`config.mk`:
```
export PLATFORM = sky130hd
export DESIGN_NAME = acm_ctrl
export DESIGN_NICKNAME = d
export VERILOG_FILES = /design/src/rtl/core/acm_pkg.sv /design/src/rtl/core/acm_ctrl.sv
export SDC_FILE = /design/constraint.sdc
export NUM_CORES = 1
export LEC_CHECK = 0
export ABC_CLOCK_PERIOD_IN_PS = 2400
export BUFFER_PORTS_ARGS = -buffer_cell sky130_fd_sc_hd__buf_2
export CORE_ASPECT_RATIO = 0.8
export CORE_MARGIN = 2
export CORE_UTILIZATION = 30
export CTS_BUF_LIST = sky130_fd_sc_hd__clkbuf_8
export DETAILED_ROUTE_END_ITERATION = 12
export GPL_ROUTABILITY_DRIVEN = 1
export RECOVER_POWER = 25
export SYNTH_ARGS = -nofsm -noshare
export SYNTH_HDL_FRONTEND = slang
export SYNTH_SLANG_ARGS = --single-unit
export TNS_END_PERCENT = 30
```
`constraint.sdc`:
```
create_clock -name i_clk -period 2.4 [get_ports i_clk]
set_clock_uncertainty 0.2 [all_clocks]
set_input_delay 0.36 -clock i_clk [delete_from_list [all_inputs] [get_ports i_clk]]
set_output_delay 0.36 -clock i_clk [all_outputs]
set_load 0.05 [all_outputs]
```
`src/rtl/core/acm_pkg.sv`:
```
`default_nettype none

package acm_pkg;

    // Configuration register indexes
    localparam logic [1:0] CFG_POINT_COUNT = 2'd0;
    localparam logic [1:0] CFG_ODD_SYM     = 2'd1;
    localparam logic [1:0] CFG_DIR_POS     = 2'd2;
    localparam logic [1:0] CFG_GAIN        = 2'd3;

    // Region codes as reported on the result
    typedef enum logic [1:0] {
        REGION_POLY = 2'd0,
        REGION_LOW  = 2'd1,
        REGION_HIGH = 2'd2,
        REGION_NONE = 2'd3
    } t_region;

    // Table read address select
    typedef enum logic [2:0] {
        RD_ZERO,
        RD_ONE,
        RD_NM2,
        RD_NM1,
        RD_IDX
    } t_rd;

    // Table read data capture select
    typedef enum logic [2:0] {
        CAP_NONE,
        CAP_P0,
        CAP_P1,
        CAP_PA,
        CAP_PB,
        CAP_COEF
    } t_cap;

    // Shared multiplier operand select
    typedef enum logic [3:0] {
        MUL_NONE,
        MUL_SQ,
        MUL_GLO,
        MUL_GHI,
        MUL_HLO,
        MUL_HHI,
        MUL_SEG,
        MUL_FLO,
        MUL_FHI
    } t_mul;

    // Wide accumulator operation
    typedef enum logic [2:0] {
        ACC_NONE,
        ACC_LOAD,
        ACC_ADD24,
        ACC_ADD32,
        ACC_SQ
    } t_acc;

    // One-shot datapath operations
    typedef enum logic [3:0] {
        OP_NONE,
        OP_LOAD,
        OP_LATCH,
        OP_DECIDE,
        OP_HSTEP,
        OP_PEND,
        OP_FLAT,
        OP_DIVINIT,
        OP_DIV,
        OP_SEND,
        OP_CSAT,
        OP_FEND
    } t_op;

    typedef struct packed {
        t_op  op;
        t_rd  rd;
        t_cap cap;
        t_mul mul;
        t_acc acc;
    } t_cmd;

    typedef struct packed {
        t_region region;
        logic    den_le0;
        logic    div_last;
        logic    idx_zero;
    } t_stat;

endpackage

`default_nettype wire

```
`src/rtl/core/acm_ctrl.sv`:
```
`default_nettype none

module acm_ctrl (
    input  wire logic           i_clk,
    input  wire logic           i_rst_n,
    input  wire logic           i_valid,
    input  wire logic           i_kind,
    output logic                o_stall,
    output logic                o_valid,
    input  wire logic           i_stall,
    input  wire acm_pkg::t_stat i_stat,
    output acm_pkg::t_cmd       o_cmd
);

    typedef enum logic [4:0] {
        S_IDLE,
        S_G0, S_G1, S_G2, S_G3, S_G4, S_G5,
        S_H0, S_H1, S_H2, S_H3, S_PEND,
        S_S0, S_S1, S_S2, S_S3, S_S4,
        S_F0, S_F1, S_F2, S_F3, S_F4,
        S_OUT
    } t_state;

    t_state r_state, n_state;
    logic   r_out_valid;
    logic   accept;

    assign o_stall = (r_state != S_IDLE);
    assign accept  = i_valid && (r_state == S_IDLE);

    // Decode commands and next state
    always_comb begin
        n_state = r_state;
        o_cmd   = '{op: acm_pkg::OP_NONE, rd: acm_pkg::RD_ZERO, cap: acm_pkg::CAP_NONE,
                    mul: acm_pkg::MUL_NONE, acc: acm_pkg::ACC_NONE};
        case (r_state)
            S_IDLE: begin
                if (accept) begin
                    if (i_kind) begin
                        o_cmd.op = acm_pkg::OP_LATCH;
                        n_state  = S_G0;
                    end else begin
                        o_cmd.op = acm_pkg::OP_LOAD;
                        n_state  = S_OUT;
                    end
                end
            end
            S_G0: begin
                o_cmd.rd  = acm_pkg::RD_ZERO;
                o_cmd.mul = acm_pkg::MUL_SQ;
                n_state   = S_G1;
            end
            S_G1: begin
                o_cmd.rd  = acm_pkg::RD_ONE;
                o_cmd.cap = acm_pkg::CAP_P0;
                o_cmd.acc = acm_pkg::ACC_SQ;
                n_state   = S_G2;
            end
            S_G2: begin
                o_cmd.rd  = acm_pkg::RD_NM2;
                o_cmd.cap = acm_pkg::CAP_P1;
                o_cmd.mul = acm_pkg::MUL_GLO;
                n_state   = S_G3;
            end
            S_G3: begin
                o_cmd.rd  = acm_pkg::RD_NM1;
                o_cmd.cap = acm_pkg::CAP_PA;
                o_cmd.mul = acm_pkg::MUL_GHI;
                o_cmd.acc = acm_pkg::ACC_LOAD;
                n_state   = S_G4;
            end
            S_G4: begin
                o_cmd.rd  = acm_pkg::RD_NM1;
                o_cmd.cap = acm_pkg::CAP_PB;
                o_cmd.acc = acm_pkg::ACC_ADD24;
                n_state   = S_G5;
            end
            S_G5: begin
                // read data still holds the top coefficient
                o_cmd.rd = acm_pkg::RD_NM1;
                o_cmd.op = acm_pkg::OP_DECIDE;
                case (i_stat.region)
                    acm_pkg::REGION_POLY: n_state = S_H0;
                    acm_pkg::REGION_LOW:  n_state = S_S0;
                    acm_pkg::REGION_HIGH: n_state = S_S0;
                    default:              n_state = S_OUT;
                endcase
            end
            S_H0: begin
                o_cmd.rd  = acm_pkg::RD_IDX;
                o_cmd.mul = acm_pkg::MUL_HLO;
                n_state   = S_H1;
            end
            S_H1: begin
                o_cmd.rd  = acm_pkg::RD_IDX;
                o_cmd.cap = acm_pkg::CAP_COEF;
                o_cmd.mul = acm_pkg::MUL_HHI;
                o_cmd.acc = acm_pkg::ACC_LOAD;
                n_state   = S_H2;
            end
            S_H2: begin
                o_cmd.acc = acm_pkg::ACC_ADD32;
                n_state   = S_H3;
            end
            S_H3: begin
                o_cmd.op = acm_pkg::OP_HSTEP;
                n_state  = i_stat.idx_zero ? S_PEND : S_H0;
            end
            S_PEND: begin
                o_cmd.op = acm_pkg::OP_PEND;
                n_state  = S_F0;
            end
            S_S0: begin
                if (i_stat.den_le0) begin
                    o_cmd.op = acm_pkg::OP_FLAT;
                    n_state  = S_F0;
                end else begin
                    o_cmd.mul = acm_pkg::MUL_SEG;
                    n_state   = S_S1;
                end
            end
            S_S1: begin
                o_cmd.acc = acm_pkg::ACC_LOAD;
                n_state   = S_S2;
            end
            S_S2: begin
                o_cmd.op = acm_pkg::OP_DIVINIT;
                n_state  = S_S3;
            end
            S_S3: begin
                o_cmd.op = acm_pkg::OP_DIV;
                if (i_stat.div_last) begin
                    n_state = S_S4;
                end
            end
            S_S4: begin
                o_cmd.op = acm_pkg::OP_SEND;
                n_state  = S_F0;
            end
            S_F0: begin
                o_cmd.op = acm_pkg::OP_CSAT;
                n_state  = S_F1;
            end
            S_F1: begin
                o_cmd.mul = acm_pkg::MUL_FLO;
                n_state   = S_F2;
            end
            S_F2: begin
                o_cmd.mul = acm_pkg::MUL_FHI;
                o_cmd.acc = acm_pkg::ACC_LOAD;
                n_state   = S_F3;
            end
            S_F3: begin
                o_cmd.acc = acm_pkg::ACC_ADD32;
                n_state   = S_F4;
            end
            S_F4: begin
                o_cmd.op = acm_pkg::OP_FEND;
                n_state  = S_OUT;
            end
            S_OUT: begin
                if (!i_stall) begin
                    n_state = S_IDLE;
                end
            end
            default: n_state = S_IDLE;
        endcase
    end

    // Hold state and result valid
    always_ff @(posedge i_clk) begin
        if (!i_rst_n) begin
            r_state     <= S_IDLE;
            r_out_valid <= 1'b0;
        end else begin
            r_state     <= n_state;
            r_out_valid <= (n_state == S_OUT);
        end
    end

    assign o_valid = r_out_valid;

endmodule

`default_nettype wire

```
==> impl_metrics.tcl <==
set metrics [dict create \
    status "complete, no violations" \
    first_pass_iters 4 \
    mappedNetlistNets 157 \
    period_share_pct 96.2 \
    crit_buf_inv 2 \
    nNetsFinal 190 \
    cell_internal_pwr_mw 0.722 \
    cts_max_level 1 \
    seq_area_frac_synth_pct 12.4 \
    diodes 0 \
    syn2layout_area_growth_pct 33.6 \
    grt_pass1_wl_um 5290 \
    clockBufferDepth 2 \
    cts_tree "built" \
    crit_path_end_kind "output pin" \
    cts_buffers 3 \
    p_sw_share_pct 60.5 \
    clk_pin_slew_ns 0.04 \
    reg2reg_to "o_valid" \
    dieArea_um2 3710 \
    vias 1259 \
    fmax_ghz 0.433 \
    drive_above_1_share_pct 33.0 \
    drcViolationCount 0 \
    grt_setup_unrepaired "false" \
    post_cts_buffers 0 \
    initial_core_util_pct 31.5 \
    critical-path-top-delay-family "buffers and inverters" \
    reg2reg_from "r_state[1]" \
    postRouteAntennaNets 0 \
    core_area_um2 3090 \
    track_usage_pct 18.5 \
    ys_warn_count 0 \
    cp.arrival_ns 1.75 \
    io_buffers 28 \
    vias_per_cell 5.83 \
    antenna_found_initial 0 \
    layout_common_cells "25 x buf_2, 14 x buf_4, 13 x a21oi_1" \
    cp_slowest_cell "dfxtp_1" \
    slowest_delay_ns 0.31 \
    gr-total-overflow 0 \
    io_pins 29 \
    final_max_slew_viol_count 0 \
    p_leak_nw 0.553 \
    synth_cell_types 47 \
    ys_ff_latch 6 \
    synth_cells 145 \
    fp-row-count 18 \
    pwr-share-clk_pct 8.2 \
    power.density_nw_per_um2 1410 \
    post-place-cells 213 \
    grt_pass1_vias 1127 \
    r2r_slack_ns 0.34 \
    relSlewSlack_pct 60.8 \
    crit_chain "buf_4, nand2b_1, o21ai_0, and3_1, buf_2" \
    die_x_um 67.6 \
    max-cap-violations 0 \
    ys.flop_type "dfxtp_1" \
    critPathKind "reg -> out" \
    fp.dieH_um 54.9 \
    cts_root_buffer "clkbuf_8" \
    period_minus_slack_ns 2.31 \
    vdd_drop_max_v 0.000494 \
    critPathMaxFanout 27 \
    hold_depth 4 \
    synth.avg_cell_area_um2 6.70 \
    grt_start_max_net_pins 31 \
    min_delay_worst_endpoint "r_state[2]" \
    wl_um 3290 \
    synth_top_area_cell "dfxtp_1" \
    reg2reg_depth 6 \
    fillers 332 \
    tightest_slew_ns 0.590 \
    worstPathRequired_ns 1.84 \
    hp-class "in -> reg" \
    seqPwrFrac_pct 10.0 \
    async_reset_ff_share_pct 0 \
    p_switching_mw 1.11 \
    dp_hpwl_um 2490 \
    wl_per_cell_um 15.2 \
    setup_tns_ns 0 \
    synth_edf_count 0 \
    layout.cells.non_filler 216 \
    worstHoldStart "i_rst_n" \
    clock_latency_ns 0.22 \
    worst_setup_path_start_kind "register" \
    clock-sinks 6 \
    hold_viol 0 \
    globalplace.congestion 0.821 \
    synth_top_area_share_pct 12.4 \
    setup_violations 0 \
    synth_area_um2 972 \
    drtIter0Drc 120 \
    mostFrequentLayoutCell "buf_2" \
    netlist_top_cells_area "dfxtp_1 12%, a21oi_1 6.7%, o21ai_0 5.1%" \
    p_comb_share_pct 81.8 \
]
[power by group through the flow]
stage	logic [mW]	clock network (mW)	registers, mW
2_1_floorplan	1.12	0	0.159
3_3_place_gp	1.45	0	0.176
3_5_place_dp	1.46	0	0.178
4_1_cts	1.48	0.153	0.179
5_1_grt	1.59	0.158	0.189
6_report	1.49	0.150	0.183
[synthesized netlist by cell type, types with 2 or more instances]
| library cell | count |
|---|---|
| a21oi_1 | 13 |
| o21ai_0 | 10 |
| inv_1 | 9 |
| nand2_1 | 9 |
| nor2_1 | 9 |
| a31oi_1 | 7 |
| buf_2 | 7 |
| dfxtp_1 | 6 |
| nor3_1 | 6 |
| nand2b_1 | 5 |
| a211oi_1 | 4 |
| nand3b_1 | 4 |
| and2_1 | 3 |
| and3_1 | 3 |
| clkbuf_1 | 3 |
| o22ai_1 | 3 |
| or3_1 | 3 |
| a211o_1 | 2 |
| and2b_1 | 2 |
| buf_1 | 2 |
| buf_6 | 2 |
| ha_1 | 2 |
| nand3_1 | 2 |
| nor2b_1 | 2 |
| nor3b_1 | 2 |
| nor4_1 | 2 |
| o21a_1 | 2 |
| o21bai_1 | 2 |
[flip-flops by register name, summed over array words and instances (netlist names)]
name / cells
o_valid: 1
r_state: 5
[worst max path at each step]
stage	depth (start not counted)	slack [ns]	from	end
final	5	0.09	r_state[1]	o_cmd[8]
after global routing	6	0.02	r_state[4]	o_cmd[3]
after CTS	6	0.002	r_state[4]	o_cmd[3]
after detailed placement	5	0.19	r_state[2]	o_cmd[14]
after global placement	5	0.26	r_state[2]	o_cmd[14]
after floorplan	5	-0.33	r_state[2]	o_cmd[15]
[worst reg2reg max path: stages (launching register included)]
cell	delay, ns
dfxtp_1	0.34
buf_4	0.28
nand3b_1	0.21
a211o_1	0.33
o311a_1	0.15
o21a_1	0.21
nor4b_2	0.25
[area by class of cell]
cell class,count,area [um2],share of cell area [%]
inverter,10,41.3,3.18
tap,40,50.0,3.85
clock buffer,3,41.3,3.18
sequential,6,124,9.54
multi-input combinational,115,781,60.1
timing repair buffer,42,262,20.1
[logic make-up after synthesis]
kind of cell / synth area share [%]
flip-flops: 12.4
adder cells (fa/ha/maj): 2.57
AO/OA/AOI/OAI: 38.7
buffers and inverters: 11.7
AND/OR/NAND/NOR: 33.6
multiplexers: 1.03
[through the flow]
stage                     util, %  instance area [um2]  hold WS [ns]  worst slack (ns)  total power [mW]
after floorplan                 -                 1000         0.414            -0.326              1.28
after global placement       40.0                 1230         0.524             0.265              1.63
after detailed placement     40.0                 1230         0.511             0.192              1.64
after CTS                    41.7                 1290         0.309           0.00188              1.81
after global routing         42.1                 1300         0.333            0.0169              1.94
final                        42.1                 1300         0.307            0.0920              1.83
[layer usage]
| metal | track usage [%] | part of all wire (%) | wire (um) | vias to the layer above |
|---|---|---|---|---|
| met5 | 0 | 0 | 0 | - |
| met4 | 3.06 | 0.30 | 10 | 0 |
| met3 | 3.85 | 6.8 | 225 | 2 |
| met2 | 30.4 | 47 | 1560 | 50 |
| met1 | 25.5 | 45 | 1490 | 597 |
| li1 | - | - | - | 610 |
[timing repair]
item	in CTS	in global routing
endpoints found under the setup margin	2	11
gates cloned	0	0
gates resized for setup	3	5
hold buffers	0	0
Note: power is estimated with default switching activity, not from simulation.
